[src/rtl/core/ppm_pkg.sv]
// ----------------------------------------------------------------------------
// ppm_pkg: shared constants and types of the pulse period power meter
// Register indexes, reset values, item codes and the configuration bundle.
// ----------------------------------------------------------------------------
package ppm_pkg;

    localparam int DataW          = 32;
    localparam int ReadW          = 16;
    localparam int FuncW          = 2;
    localparam int CaptureW       = 16;
    localparam int TimerW         = 16;
    localparam int CfgIdxW        = 3;
    localparam int OvfW           = 2;
    localparam int CaptureBitsDef = 16;

    // register indexes of the configuration port
    localparam logic [CfgIdxW-1:0] REG_POWER_SCALE   = 3'd0;
    localparam logic [CfgIdxW-1:0] REG_CURRENT_SCALE = 3'd1;
    localparam logic [CfgIdxW-1:0] REG_VOLTAGE_SCALE = 3'd2;
    localparam logic [CfgIdxW-1:0] REG_TICK_SCALE    = 3'd3;
    localparam logic [CfgIdxW-1:0] REG_TIMER_PERIOD  = 3'd4;

    // reset values
    localparam logic [DataW-1:0]  RST_POWER_SCALE   = 32'd1033921207;
    localparam logic [DataW-1:0]  RST_CURRENT_SCALE = 32'd1448450;
    localparam logic [DataW-1:0]  RST_VOLTAGE_SCALE = 32'd408462700;
    localparam logic [DataW-1:0]  RST_TICK_SCALE    = 32'd3125;
    localparam logic [TimerW-1:0] RST_TIMER_PERIOD  = 16'd65535;

    // item function codes
    localparam logic [FuncW-1:0] FUNC_TICK  = 2'd0;
    localparam logic [FuncW-1:0] FUNC_POWER = 2'd1;
    localparam logic [FuncW-1:0] FUNC_MIXED = 2'd2;

    // which reading a capture updates
    localparam logic [1:0] TGT_POWER   = 2'd0;
    localparam logic [1:0] TGT_CURRENT = 2'd1;
    localparam logic [1:0] TGT_VOLTAGE = 2'd2;

    typedef struct packed {
        logic [DataW-1:0]  power_scale;
        logic [DataW-1:0]  current_scale;
        logic [DataW-1:0]  voltage_scale;
        logic [DataW-1:0]  tick_scale;
        logic [TimerW-1:0] timer_period;
    } t_cfg;

endpackage

[src/rtl/core/ppm_if.sv]
// ----------------------------------------------------------------------------
// ppm_if: channel interfaces of the pulse period power meter
// Input item channel, result channel and register write channel.
// ----------------------------------------------------------------------------
interface ppm_in_if;
    logic                          valid;
    logic                          ready;
    logic [ppm_pkg::FuncW-1:0]     func;
    logic [ppm_pkg::CaptureW-1:0]  capture_value;

    modport source (output valid, output func, output capture_value, input ready);
    modport sink   (input valid, input func, input capture_value, output ready);
endinterface

interface ppm_out_if;
    logic                       valid;
    logic                       ready;
    logic [ppm_pkg::ReadW-1:0]  power_x10;
    logic [ppm_pkg::ReadW-1:0]  current_x10;
    logic [ppm_pkg::ReadW-1:0]  voltage_x10;
    logic                       select_voltage;

    modport source (output valid, output power_x10, output current_x10,
                    output voltage_x10, output select_voltage, input ready);
    modport sink   (input valid, input power_x10, input current_x10,
                    input voltage_x10, input select_voltage, output ready);
endinterface

interface ppm_cfg_if;
    logic                         valid;
    logic                         ready;
    logic [ppm_pkg::CfgIdxW-1:0]  index;
    logic [ppm_pkg::DataW-1:0]    data;

    modport source (output valid, output index, output data, input ready);
    modport sink   (input valid, input index, input data, output ready);
endinterface

[src/rtl/core/ppm_cfg_regs.sv]
// ----------------------------------------------------------------------------
// ppm_cfg_regs: configuration register file
// Five scale and timer registers written through the register channel.
// ----------------------------------------------------------------------------
module ppm_cfg_regs (
    input  logic           i_clk,
    input  logic           i_rst_n,
    ppm_cfg_if.sink        i_cfg,
    output ppm_pkg::t_cfg  o_cfg
);
    import ppm_pkg::*;

    t_cfg r_cfg;

    assign i_cfg.ready = 1'b1;
    assign o_cfg       = r_cfg;

    always_ff @(posedge i_clk) begin
        if (!i_rst_n) begin
            r_cfg.power_scale   <= RST_POWER_SCALE;
            r_cfg.current_scale <= RST_CURRENT_SCALE;
            r_cfg.voltage_scale <= RST_VOLTAGE_SCALE;
            r_cfg.tick_scale    <= RST_TICK_SCALE;
            r_cfg.timer_period  <= RST_TIMER_PERIOD;
        end else if (i_cfg.valid) begin
            case (i_cfg.index)
                REG_POWER_SCALE:   r_cfg.power_scale   <= i_cfg.data;
                REG_CURRENT_SCALE: r_cfg.current_scale <= i_cfg.data;
                REG_VOLTAGE_SCALE: r_cfg.voltage_scale <= i_cfg.data;
                REG_TICK_SCALE:    r_cfg.tick_scale    <= i_cfg.data;
                REG_TIMER_PERIOD:  r_cfg.timer_period  <= i_cfg.data[TimerW-1:0];
                default: ;
            endcase
        end
    end

endmodule

[src/rtl/core/ppm_div.sv]
// ----------------------------------------------------------------------------
// ppm_div: iterative restoring divider
// One quotient bit per cycle; done pulses as the last quotient bit is registered.
// ----------------------------------------------------------------------------
module ppm_div #(
    parameter int W = ppm_pkg::DataW
) (
    input  logic         i_clk,
    input  logic         i_rst_n,
    input  logic         i_start,
    input  logic [W-1:0] i_dividend,
    input  logic [W-1:0] i_divisor,
    output logic         o_done,
    output logic [W-1:0] o_quotient
);
    import ppm_pkg::*;

    localparam int CntW = $clog2(W);

    logic            r_busy;
    logic            r_done;
    logic [CntW-1:0] r_cnt;
    logic [W-1:0]    r_rem;
    logic [W-1:0]    r_quo;
    logic [W-1:0]    r_dvs;

    logic [W:0]      trial;
    logic            fits;
    logic [W:0]      n_rem;

    // shift in next dividend bit, subtract when it fits
    assign trial = {r_rem, r_quo[W-1]};
    assign fits  = trial >= {1'b0, r_dvs};
    assign n_rem = fits ? (trial - {1'b0, r_dvs}) : trial;

    always_ff @(posedge i_clk) begin
        if (!i_rst_n) begin
            r_busy <= 1'b0;
            r_done <= 1'b0;
            r_cnt  <= '0;
        end else begin
            r_done <= 1'b0;
            if (i_start) begin
                r_busy <= 1'b1;
                r_cnt  <= '0;
            end else if (r_busy) begin
                r_cnt <= r_cnt + 1'b1;
                if (r_cnt == CntW'(W - 1)) begin
                    r_busy <= 1'b0;
                    r_done <= 1'b1;
                end
            end
        end
    end

    always_ff @(posedge i_clk) begin
        if (i_start) begin
            r_rem <= '0;
            r_quo <= i_dividend;
            r_dvs <= i_divisor;
        end else if (r_busy) begin
            r_rem <= n_rem[W-1:0];
            r_quo <= {r_quo[W-2:0], fits};
        end
    end

    assign o_done     = r_done;
    assign o_quotient = r_quo;

endmodule

[src/rtl/core/pulse_period_power_meter.sv]
// ----------------------------------------------------------------------------
// pulse_period_power_meter: power, current and voltage from pulse periods
// Input beats are timer overflow ticks or captures on the power channel and
// on the current/voltage channel. Every beat gives one result beat with the
// three latest readings and the select line after that beat.
//
// Channels: i_in (func, capture_value), o_out (readings, select_voltage),
// i_cfg (register writes, always ready, write only while idle).
// Path: a tick's result beat goes from the finish state into the output
// register; a capture passes the multiply, the divider start, the quotient
// bits of the shared bit-serial divider, the quotient capture and the output
// register. A zero product skips the divider.
// Flow: one item at a time; i_in.ready is high only in the idle state, so
// the block takes no new beat until the last one has left the finish state.
// Reset: all counters, previous captures and readings clear to zero, the
// select line goes to current mode, registers take their default values.
// Stall: the result sits in an output register; a new beat is accepted while
// it waits, and its own result holds in the finish state until o_out frees.
// ----------------------------------------------------------------------------
module pulse_period_power_meter #(
    parameter int CAPTURE_BITS = ppm_pkg::CaptureBitsDef
) (
    input  logic    i_clk,
    input  logic    i_rst_n,
    ppm_in_if.sink  i_in,
    ppm_out_if.source o_out,
    ppm_cfg_if.sink i_cfg
);
    import ppm_pkg::*;

    // only the low capture bits are kept
    localparam int CapW = (CAPTURE_BITS < CaptureW) ? CAPTURE_BITS : CaptureW;

    // sequencer states
    localparam logic [2:0] ST_IDLE   = 3'd0;
    localparam logic [2:0] ST_MUL    = 3'd1;
    localparam logic [2:0] ST_DIV_GO = 3'd2;
    localparam logic [2:0] ST_DIV_WT = 3'd3;
    localparam logic [2:0] ST_DONE   = 3'd4;

    t_cfg cfg;

    logic [2:0]       r_state;
    logic [CapW-1:0]  r_pwr_prev;
    logic [CapW-1:0]  r_mix_prev;
    logic [OvfW-1:0]  r_pwr_ovf;
    logic [OvfW-1:0]  r_mix_ovf;
    logic             r_sel;
    logic [ReadW-1:0] r_pwr_rd;
    logic [ReadW-1:0] r_cur_rd;
    logic [ReadW-1:0] r_vol_rd;
    logic [1:0]       r_target;
    logic [DataW-1:0] r_period;
    logic [DataW-1:0] r_prod;

    logic             r_out_valid;
    logic [ReadW-1:0] r_out_pwr;
    logic [ReadW-1:0] r_out_cur;
    logic [ReadW-1:0] r_out_vol;
    logic             r_out_sel;

    logic             in_beat;
    logic             is_pwr;
    logic [DataW-1:0] cap_ext;
    logic [DataW-1:0] prev_ext;
    logic [OvfW-1:0]  ovf_sel;
    logic [DataW-1:0] n_period;
    logic             div_start;
    logic             div_done;
    logic [DataW-1:0] div_quo;
    logic [DataW-1:0] dividend;
    logic [ReadW-1:0] half_q;
    logic [ReadW-1:0] pwr_x10;
    logic             out_free;

    ppm_cfg_regs u_cfg (
        .i_clk   (i_clk),
        .i_rst_n (i_rst_n),
        .i_cfg   (i_cfg),
        .o_cfg   (cfg)
    );

    assign i_in.ready = (r_state == ST_IDLE);
    assign in_beat    = i_in.valid && i_in.ready;

    // period of the channel named by func, 32-bit wrapping
    assign is_pwr   = (i_in.func == FUNC_POWER);
    assign cap_ext  = DataW'(i_in.capture_value[CapW-1:0]);
    assign prev_ext = is_pwr ? DataW'(r_pwr_prev) : DataW'(r_mix_prev);
    assign ovf_sel  = is_pwr ? r_pwr_ovf : r_mix_ovf;

    always_comb begin
        if (ovf_sel >= 2'd2) begin
            n_period = '0;
        end else if (ovf_sel == 2'd1) begin
            n_period = DataW'(cfg.timer_period) - prev_ext + cap_ext;
        end else begin
            n_period = cap_ext - prev_ext;
        end
    end

    // dividend for the reading being refreshed
    always_comb begin
        case (r_target)
            TGT_POWER:   dividend = cfg.power_scale;
            TGT_CURRENT: dividend = cfg.current_scale;
            TGT_VOLTAGE: dividend = cfg.voltage_scale;
            default:     dividend = cfg.power_scale;
        endcase
    end

    assign div_start = (r_state == ST_DIV_GO) && (r_prod != '0);

    ppm_div #(
        .W (DataW)
    ) u_div (
        .i_clk      (i_clk),
        .i_rst_n    (i_rst_n),
        .i_start    (div_start),
        .i_dividend (dividend),
        .i_divisor  (r_prod),
        .o_done     (div_done),
        .o_quotient (div_quo)
    );

    // quotient halved, low 16 bits; power reading times ten by shift and add
    assign half_q  = div_quo[ReadW:1];
    assign pwr_x10 = {half_q[ReadW-4:0], 3'b000} + {half_q[ReadW-2:0], 1'b0};

    assign out_free = !r_out_valid || o_out.ready;

    always_ff @(posedge i_clk) begin
        if (!i_rst_n) begin
            r_state    <= ST_IDLE;
            r_pwr_prev <= '0;
            r_mix_prev <= '0;
            r_pwr_ovf  <= '0;
            r_mix_ovf  <= '0;
            r_sel      <= 1'b0;
            r_pwr_rd   <= '0;
            r_cur_rd   <= '0;
            r_vol_rd   <= '0;
            r_target   <= TGT_POWER;
        end else begin
            case (r_state)
                ST_IDLE: begin
                    if (in_beat) begin
                        case (i_in.func)
                            FUNC_TICK: begin
                                // overflow counters saturate at two
                                if (r_pwr_ovf < 2'd2) r_pwr_ovf <= r_pwr_ovf + 2'd1;
                                if (r_mix_ovf < 2'd2) r_mix_ovf <= r_mix_ovf + 2'd1;
                                r_state <= ST_DONE;
                            end
                            FUNC_POWER: begin
                                r_pwr_ovf  <= '0;
                                r_pwr_prev <= i_in.capture_value[CapW-1:0];
                                r_target   <= TGT_POWER;
                                r_state    <= ST_MUL;
                            end
                            FUNC_MIXED: begin
                                r_mix_ovf  <= '0;
                                r_mix_prev <= i_in.capture_value[CapW-1:0];
                                r_target   <= r_sel ? TGT_VOLTAGE : TGT_CURRENT;
                                r_sel      <= !r_sel;
                                r_state    <= ST_MUL;
                            end
                            default: begin
                                // unused code: result repeats the readings
                                r_state <= ST_DONE;
                            end
                        endcase
                    end
                end
                ST_MUL: begin
                    r_state <= ST_DIV_GO;
                end
                ST_DIV_GO: begin
                    if (r_prod == '0) begin
                        // zero product reads as zero
                        case (r_target)
                            TGT_POWER:   r_pwr_rd <= '0;
                            TGT_CURRENT: r_cur_rd <= '0;
                            default:     r_vol_rd <= '0;
                        endcase
                        r_state <= ST_DONE;
                    end else begin
                        r_state <= ST_DIV_WT;
                    end
                end
                ST_DIV_WT: begin
                    if (div_done) begin
                        case (r_target)
                            TGT_POWER:   r_pwr_rd <= pwr_x10;
                            TGT_CURRENT: r_cur_rd <= half_q;
                            default:     r_vol_rd <= half_q;
                        endcase
                        r_state <= ST_DONE;
                    end
                end
                ST_DONE: begin
                    if (out_free) begin
                        r_state <= ST_IDLE;
                    end
                end
                default: begin
                    r_state <= ST_IDLE;
                end
            endcase
        end
    end

    // period capture and the registered multiply, low 32 bits
    always_ff @(posedge i_clk) begin
        if (in_beat) begin
            r_period <= n_period;
        end
        if (r_state == ST_MUL) begin
            r_prod <= DataW'(r_period * cfg.tick_scale);
        end
    end

    // output register
    always_ff @(posedge i_clk) begin
        if (!i_rst_n) begin
            r_out_valid <= 1'b0;
        end else if (r_state == ST_DONE && out_free) begin
            r_out_valid <= 1'b1;
        end else if (o_out.ready) begin
            r_out_valid <= 1'b0;
        end
    end

    always_ff @(posedge i_clk) begin
        if (r_state == ST_DONE && out_free) begin
            r_out_pwr <= r_pwr_rd;
            r_out_cur <= r_cur_rd;
            r_out_vol <= r_vol_rd;
            r_out_sel <= r_sel;
        end
    end

    assign o_out.valid          = r_out_valid;
    assign o_out.power_x10      = r_out_pwr;
    assign o_out.current_x10    = r_out_cur;
    assign o_out.voltage_x10    = r_out_vol;
    assign o_out.select_voltage = r_out_sel;

endmodule

[src/flat_wrapper.sv]
// flat-port wrapper written by rule: the top's interface ports become plain ports
module pulse_period_power_meter_flat import ppm_pkg::*;
#(
    parameter int CAPTURE_BITS = ppm_pkg::CaptureBitsDef
)
  (i_clk, i_rst_n, i_in_valid, i_in_func, i_in_capture_value, i_in_ready, o_out_valid, o_out_power_x10, o_out_current_x10, o_out_voltage_x10, o_out_select_voltage, o_out_ready, i_cfg_valid, i_cfg_index, i_cfg_data, i_cfg_ready);
  ppm_in_if i_in_i ();
  ppm_out_if o_out_i ();
  ppm_cfg_if i_cfg_i ();
  input  logic i_clk;
  input  logic i_rst_n;
  input wire logic [$bits(i_in_i.valid)-1:0] i_in_valid;
  input wire logic [$bits(i_in_i.func)-1:0] i_in_func;
  input wire logic [$bits(i_in_i.capture_value)-1:0] i_in_capture_value;
  output wire logic [$bits(i_in_i.ready)-1:0] i_in_ready;
  output wire logic [$bits(o_out_i.valid)-1:0] o_out_valid;
  output wire logic [$bits(o_out_i.power_x10)-1:0] o_out_power_x10;
  output wire logic [$bits(o_out_i.current_x10)-1:0] o_out_current_x10;
  output wire logic [$bits(o_out_i.voltage_x10)-1:0] o_out_voltage_x10;
  output wire logic [$bits(o_out_i.select_voltage)-1:0] o_out_select_voltage;
  input wire logic [$bits(o_out_i.ready)-1:0] o_out_ready;
  input wire logic [$bits(i_cfg_i.valid)-1:0] i_cfg_valid;
  input wire logic [$bits(i_cfg_i.index)-1:0] i_cfg_index;
  input wire logic [$bits(i_cfg_i.data)-1:0] i_cfg_data;
  output wire logic [$bits(i_cfg_i.ready)-1:0] i_cfg_ready;
  assign i_in_i.valid = i_in_valid;
  assign i_in_i.func = i_in_func;
  assign i_in_i.capture_value = i_in_capture_value;
  assign i_in_ready = i_in_i.ready;
  assign o_out_valid = o_out_i.valid;
  assign o_out_power_x10 = o_out_i.power_x10;
  assign o_out_current_x10 = o_out_i.current_x10;
  assign o_out_voltage_x10 = o_out_i.voltage_x10;
  assign o_out_select_voltage = o_out_i.select_voltage;
  assign o_out_i.ready = o_out_ready;
  assign i_cfg_i.valid = i_cfg_valid;
  assign i_cfg_i.index = i_cfg_index;
  assign i_cfg_i.data = i_cfg_data;
  assign i_cfg_ready = i_cfg_i.ready;
  pulse_period_power_meter #(.CAPTURE_BITS(CAPTURE_BITS)) u_core (.i_clk(i_clk), .i_rst_n(i_rst_n), .i_in(i_in_i), .o_out(o_out_i), .i_cfg(i_cfg_i));
endmodule
[config.mk]
export PLATFORM = sky130hd
export DESIGN_NAME = pulse_period_power_meter_flat
export DESIGN_NICKNAME = d
export VERILOG_FILES = /design/src/rtl/core/ppm_pkg.sv /design/src/rtl/core/ppm_if.sv /design/src/rtl/core/ppm_cfg_regs.sv /design/src/rtl/core/ppm_div.sv /design/src/rtl/core/pulse_period_power_meter.sv /design/src/flat_wrapper.sv
export SDC_FILE = /design/constraint.sdc
export NUM_CORES = 2
export LEC_CHECK = 0
export BUFFER_PORTS_ARGS = -buffer_cell sky130_fd_sc_hd__buf_4
export CAP_MARGIN = 15
export CORE_MARGIN = 3
export CORE_UTILIZATION = 51
export CTS_BUF_LIST = sky130_fd_sc_hd__clkbuf_8
export DETAILED_ROUTE_END_ITERATION = 8
export GPL_TIMING_DRIVEN = 0
export PLACE_DENSITY = 0.7
export RECOVER_POWER = 25
export SETUP_SLACK_MARGIN = 0.05
export SLEW_MARGIN = 10
export SYNTH_ARGS = -nofsm -noshare
export SYNTH_HDL_FRONTEND = slang
export SYNTH_SLANG_ARGS = --single-unit
[constraint.sdc]
create_clock -name i_clk -period 8.9 [get_ports i_clk]
set_input_delay 0.89 -clock i_clk [delete_from_list [all_inputs] [get_ports i_clk]]
set_output_delay 0.89 -clock i_clk [all_outputs]
set_load 0.03 [all_outputs]
==> impl_results.html <==
<table>
<tr><th>Metric</th><th>Value</th></tr>
<tr><th colspan="2">Status</th></tr>
<tr><td>Result of the run</td><td>complete, but fails checks</td></tr>
<tr><td>Failing checks</td><td>capacitance limit, slew limit</td></tr>
<tr><th colspan="2">Placement</th></tr>
<tr><td>Placement Cell Area</td><td>38700 µm²</td></tr>
<tr><td>Half-perimeter wire length of the detailed placement result</td><td>82100 µm</td></tr>
<tr><td>Routability cong.</td><td>0.974</td></tr>
<tr><td>PortBufs</td><td>107</td></tr>
<tr><th colspan="2">Setup path</th></tr>
<tr><td>Crit path buf inv count</td><td>5</td></tr>
<tr><td>Startpoint of the most critical register-to-register path</td><td>u_core.u_cfg.o_cfg[26]</td></tr>
<tr><td>Maximum fanout encountered on the critical timing path</td><td>10</td></tr>
<tr><td>Cell with the largest stage delay on the worst path</td><td>sky130_fd_sc_hd__clkbuf_1</td></tr>
<tr><td>Number of cells on the critical path</td><td>24</td></tr>
<tr><td>Critical Path Max Stage Delay</td><td>0.69 ns</td></tr>
<tr><td>Req. time, crit path</td><td>9.27 ns</td></tr>
<tr><td>Reg-to-reg endpoint</td><td>u_core.r_prod[31]</td></tr>
<tr><td>Path type of the worst setup path</td><td>flop to flop</td></tr>
<tr><td>Critical path data arrival time</td><td>8.86 ns</td></tr>
<tr><td>Most Frequent Cell on Critical Path</td><td>sky130_fd_sc_hd__fa_1</td></tr>
<tr><td>Cell chain of the critical path</td><td>clkbuf_1 &gt; nand2_1 &gt; fa_1 &gt; inv_1 &gt; fa_1 &gt; fa_1 &gt; inv_1 &gt; fa_1 &gt; inv_1 &gt; fa_1 &gt; fa_1 &gt; fa_1 &gt; fa_1 &gt; ha_1 &gt; buf_2 &gt; a21o_1 &gt; a21o_1 &gt; a21o_1 &gt; a2111oi_0 &gt; o21ai_0 &gt; a21o_1 &gt; a21o_1 &gt; o41ai_2 &gt; xnor2_1</td></tr>
<tr><td>Nature of the critical path endpoint</td><td>flop</td></tr>
<tr><td>Worst reg2reg setup slack</td><td>0.41 ns</td></tr>
<tr><td>Count of cells along the worst register-to-register path</td><td>24</td></tr>
<tr><td>Crit-path leading delay family</td><td>adder cells</td></tr>
<tr><td>Category of the worst setup path launch point</td><td>flop</td></tr>
<tr><th colspan="2">CTS</th></tr>
<tr><td>Clock Tree Buf Depth</td><td>3</td></tr>
<tr><td>Number of buffers inserted during clock tree synthesis</td><td>74</td></tr>
<tr><td>TritonCTS Sinks</td><td>449</td></tr>
<tr><td>Clock-pin slew of the registers on the worst-case setup and hold paths</td><td>0.07 ns</td></tr>
<tr><td>Clock latency at the later pin of the worst-skew pair</td><td>0.69 ns</td></tr>
<tr><td>Max H-tree Level</td><td>3</td></tr>
<tr><td>TritonCTS clock tree</td><td>built</td></tr>
<tr><td>Clock tree root driver cell</td><td>sky130_fd_sc_hd__clkbuf_8</td></tr>
<tr><th colspan="2">Detailed routing</th></tr>
<tr><td>DRC</td><td>0</td></tr>
<tr><td>Per-cell routed wire length</td><td>19.9 µm</td></tr>
<tr><td>Via count normalized by instance count</td><td>5.51</td></tr>
<tr><td>Total iterations of the first detailed-routing run</td><td>6</td></tr>
<tr><td>DRT iter0 DRCs</td><td>2435</td></tr>
<tr><td>DRT antenna net count</td><td>0</td></tr>
<tr><td>Vias post-DR</td><td>28817</td></tr>
<tr><td>Final Routed Wirelength</td><td>104000 µm</td></tr>
<tr><th colspan="2">Timing</th></tr>
<tr><td>Max Transition Viols Final</td><td>32</td></tr>
<tr><td>Final Skew</td><td>0.0579 ns</td></tr>
<tr><td>Final critical delay including setup and external delays</td><td>8.49 ns</td></tr>
<tr><td>Total negative setup slack</td><td>0 ns</td></tr>
<tr><td>Final hold viol count</td><td>0</td></tr>
<tr><td>Unrepaired setup endpoints after global routing</td><td>false</td></tr>
<tr><td>Final cycle utilization of the critical path</td><td>95.4%</td></tr>
<tr><td>Worst relative slew slack</td><td>-8.40%</td></tr>
<tr><td>Setup violations, final</td><td>0</td></tr>
<tr><td>Worst-Margin Slew</td><td>1.63 ns</td></tr>
<tr><td>Highest achievable clock rate</td><td>118 MHz</td></tr>
<tr><th colspan="2">Synth</th></tr>
<tr><td>Prevailing post-synth register cell</td><td>sky130_fd_sc_hd__dfxtp_1</td></tr>
<tr><td>Top cells by instance count after synthesis</td><td>sky130_fd_sc_hd__nand2_1, sky130_fd_sc_hd__inv_1, sky130_fd_sc_hd__fa_1</td></tr>
<tr><td>Sequential cell area fraction in the yosys report</td><td>29.3%</td></tr>
<tr><td>Leading cell type by number of instances after synthesis</td><td>sky130_fd_sc_hd__nand2_1</td></tr>
<tr><td>Number of enable flip-flop cells after synthesis</td><td>176</td></tr>
<tr><td>Most area-consuming cells after synthesis</td><td>sky130_fd_sc_hd__fa_1, sky130_fd_sc_hd__dfxtp_1, sky130_fd_sc_hd__edfxtp_1, sky130_fd_sc_hd__nand2_1, sky130_fd_sc_hd__ha_1</td></tr>
<tr><td>Post-synth top area share</td><td>23.4%</td></tr>
<tr><td>Synthesized netlist cell count</td><td>4052</td></tr>
<tr><td>Total number of yosys warnings</td><td>0</td></tr>
<tr><td>Yosys reg bits</td><td>449</td></tr>
<tr><td>Net count of the mapped netlist</td><td>4746</td></tr>
<tr><td>Number of distinct library cells after synthesis</td><td>77</td></tr>
<tr><td>Proportion of synthesized flip-flops having asynchronous set or reset</td><td>0%</td></tr>
<tr><td>Cell area after technology mapping</td><td>36600 µm²</td></tr>
<tr><td>Top cell type by total area after synthesis</td><td>sky130_fd_sc_hd__fa_1</td></tr>
<tr><td>Synthesized area per cell</td><td>9.04 µm²</td></tr>
<tr><th colspan="2">Global routing</th></tr>
<tr><td>Global-route wire length before repair</td><td>164000 µm</td></tr>
<tr><td>Final global-route overflow total</td><td>0</td></tr>
<tr><td>Total Routing Usage GR</td><td>28.4%</td></tr>
<tr><td>Maximum number of pins on one net before global-route repair</td><td>39</td></tr>
<tr><td>Via count of the first global-routing pass</td><td>29266</td></tr>
<tr><td>Initial antenna violation count</td><td>4</td></tr>
<tr><th colspan="2">Run</th></tr>
<tr><td>Max Cap Viol</td><td>1</td></tr>
<tr><th colspan="2">Finish</th></tr>
<tr><td>Filler instances</td><td>6460</td></tr>
<tr><td>Layout cells sized above 1</td><td>5.78%</td></tr>
<tr><td>Final layout net count</td><td>4931</td></tr>
<tr><td>Layout Area Growth over Synthesis</td><td>9.45%</td></tr>
<tr><td>Final Instance Area</td><td>40100 µm²</td></tr>
<tr><th colspan="2">Hold path</th></tr>
<tr><td>Cell depth of the worst hold path</td><td>0</td></tr>
<tr><td>Worst min-delay path startpoint</td><td>u_core.r_prod[12]</td></tr>
<tr><td>Endpoint with the worst hold slack</td><td>u_core.u_div.r_dvs[12]</td></tr>
<tr><td>HP Class</td><td>flop to flop</td></tr>
<tr><th colspan="2">Floorplan</th></tr>
<tr><td>Die Wd</td><td>274 µm</td></tr>
<tr><td>Area of the die</td><td>75100 µm²</td></tr>
<tr><td>Floorplan die height</td><td>274 µm</td></tr>
<tr><td>Area of the core</td><td>70600 µm²</td></tr>
<tr><td>Num ports</td><td>110</td></tr>
<tr><td>Initial Util</td><td>51.9%</td></tr>
<tr><td>Core Rows</td><td>97</td></tr>
</table>
-- metrics by stage --
| step | worst slack (ns) | cells | hold WS, ns | util [%] |
|---|---|---|---|---|
| 2_1_floorplan | 1.92 | 4052 | 0.408 | - |
| 3_3_place_gp | 0.259 | 5099 | 0.412 | 54.7 |
| 5_1_grt | 0.0940 | 5233 | 0.420 | 56.8 |
| 3_5_place_dp | 0.233 | 5102 | 0.415 | 54.7 |
| 4_1_cts | 0.204 | 5233 | 0.402 | 56.8 |
| 6_report | 0.406 | 5234 | 0.404 | 56.8 |
-- routing by layer --
layer	vias up	track usage [%]	part of all wire [%]
li1	13374	-	-
met1	14029	38.0	41
met2	1141	44.7	45
met3	273	6.03	8.4
met4	0	12.3	4.8
met5	-	0	0
-- worst max path at each step --
stage                             end  slack, ns              startpoint
floorplan           u_core.r_prod[31]       1.92  u_core.u_cfg.o_cfg[20]
global placement    u_core.r_prod[31]       0.26  u_core.u_cfg.o_cfg[20]
detailed placement  u_core.r_prod[31]       0.23  u_core.u_cfg.o_cfg[20]
CTS                 u_core.r_prod[31]       0.20  u_core.u_cfg.o_cfg[20]
global route        u_core.r_prod[31]       0.09  u_core.u_cfg.o_cfg[24]
finish              u_core.r_prod[31]       0.41  u_core.u_cfg.o_cfg[26]
-- worst reg2reg max path: cells and delay by family (launching register included) --
family,cells,cell delay (ns)
compound gates,8,1.89
simple gates,1,0.15
xor+xnor,1,0.32
flops,1,0.65
fa+ha+maj,9,4.14
buf+inv,5,1.07
-- cells in the final DEF, fill, tap and decap left out, types with 7 or more instances in the layout --
cell type | Yosys | routed
sky130_fd_sc_hd__nand2_1 | 780 | 780
sky130_fd_sc_hd__inv_1 | 527 | 551
sky130_fd_sc_hd__fa_1 | 428 | 428
sky130_fd_sc_hd__and2_1 | 297 | 296
sky130_fd_sc_hd__a21oi_1 | 289 | 289
sky130_fd_sc_hd__dfxtp_1 | 273 | 271
sky130_fd_sc_hd__ha_1 | 208 | 208
sky130_fd_sc_hd__clkbuf_1 | 200 | 196
sky130_fd_sc_hd__edfxtp_1 | 176 | 176
sky130_fd_sc_hd__o21ai_0 | 135 | 135
sky130_fd_sc_hd__nand3_1 | 111 | 111
sky130_fd_sc_hd__buf_4 | 3 | 109
sky130_fd_sc_hd__xnor2_1 | 105 | 105
sky130_fd_sc_hd__nor2_1 | 86 | 86
sky130_fd_sc_hd__clkbuf_8 | 0 | 81
sky130_fd_sc_hd__xor2_1 | 36 | 36
sky130_fd_sc_hd__a22oi_1 | 36 | 36
sky130_fd_sc_hd__a21o_1 | 35 | 35
sky130_fd_sc_hd__mux2i_1 | 34 | 34
sky130_fd_sc_hd__nor3_1 | 26 | 26
sky130_fd_sc_hd__o211ai_1 | 22 | 22
sky130_fd_sc_hd__a31oi_1 | 17 | 17
sky130_fd_sc_hd__and3_1 | 16 | 16
sky130_fd_sc_hd__nand2b_1 | 16 | 15
sky130_fd_sc_hd__or3_1 | 15 | 15
sky130_fd_sc_hd__o21a_1 | 14 | 14
sky130_fd_sc_hd__nor4_1 | 13 | 13
sky130_fd_sc_hd__nand4_1 | 11 | 11
sky130_fd_sc_hd__buf_1 | 10 | 10
sky130_fd_sc_hd__nor2b_1 | 10 | 10
sky130_fd_sc_hd__o21bai_1 | 10 | 10
sky130_fd_sc_hd__clkinv_2 | 0 | 10
sky130_fd_sc_hd__a211o_1 | 8 | 8
sky130_fd_sc_hd__clkbuf_2 | 0 | 7
sky130_fd_sc_hd__or2_2 | 7 | 7
sky130_fd_sc_hd__o21ai_1 | 7 | 7
sky130_fd_sc_hd__nand3b_1 | 7 | 7
-- cell type report --
cell class / count / area, µm² / area share (%)
antenna: 2 / 5.00 / 0.0125
inverter: 528 / 1980 / 4.95
clock buffer: 81 / 1110 / 2.78
multi-input combinational: 2854 / 23000 / 57.4
buffer: 220 / 881 / 2.20
timing repair buffer: 110 / 811 / 2.02
sequential: 449 / 10800 / 26.8
tap: 940 / 1180 / 2.93
clock inverter: 50 / 345 / 0.861
-- logic make-up after synthesis --
logic type | Yosys count | synth area share [%]
muxes | 36 | 0.990
buffers and inverters | 749 | 7.80
and+or+nand+nor | 1408 | 17.8
adders and majority gates | 636 | 30.5
DFF | 449 | 29.3
xor gates and xnor gates | 141 | 3.37
AOI/OAI and AO/OA | 631 | 10.2
other | 2 | 0.0205
-- flip-flops by register name, indices dropped and copies added (netlist names), 3 cells and up --
name                      cells
u_core.u_cfg.o_cfg          144
u_core.r_period              32
u_core.r_prod                32
u_core.u_div.o_quotient      32
u_core.u_div.r_dvs           32
u_core.u_div.r_rem           32
u_core.o_out.current_x10     16
u_core.o_out.voltage_x10     16
u_core.r_cur_rd              16
u_core.r_mix_prev            16
u_core.r_pwr_prev            16
u_core.r_vol_rd              16
u_core.o_out.power_x10       15
u_core.r_pwr_rd              15
u_core.u_div.r_cnt            5
u_core.r_state                3
-- timing repair --
item                                    CTS  global route
gates resized for setup                   0            16
hold buffers                              0             0
hold endpoints to repair                  0             0
buffers inserted                          0             0
endpoints found under the setup margin    0             5
Power is not shown: default switching activity piles up to over one toggle a cycle in this logic, so the estimate is an artifact.
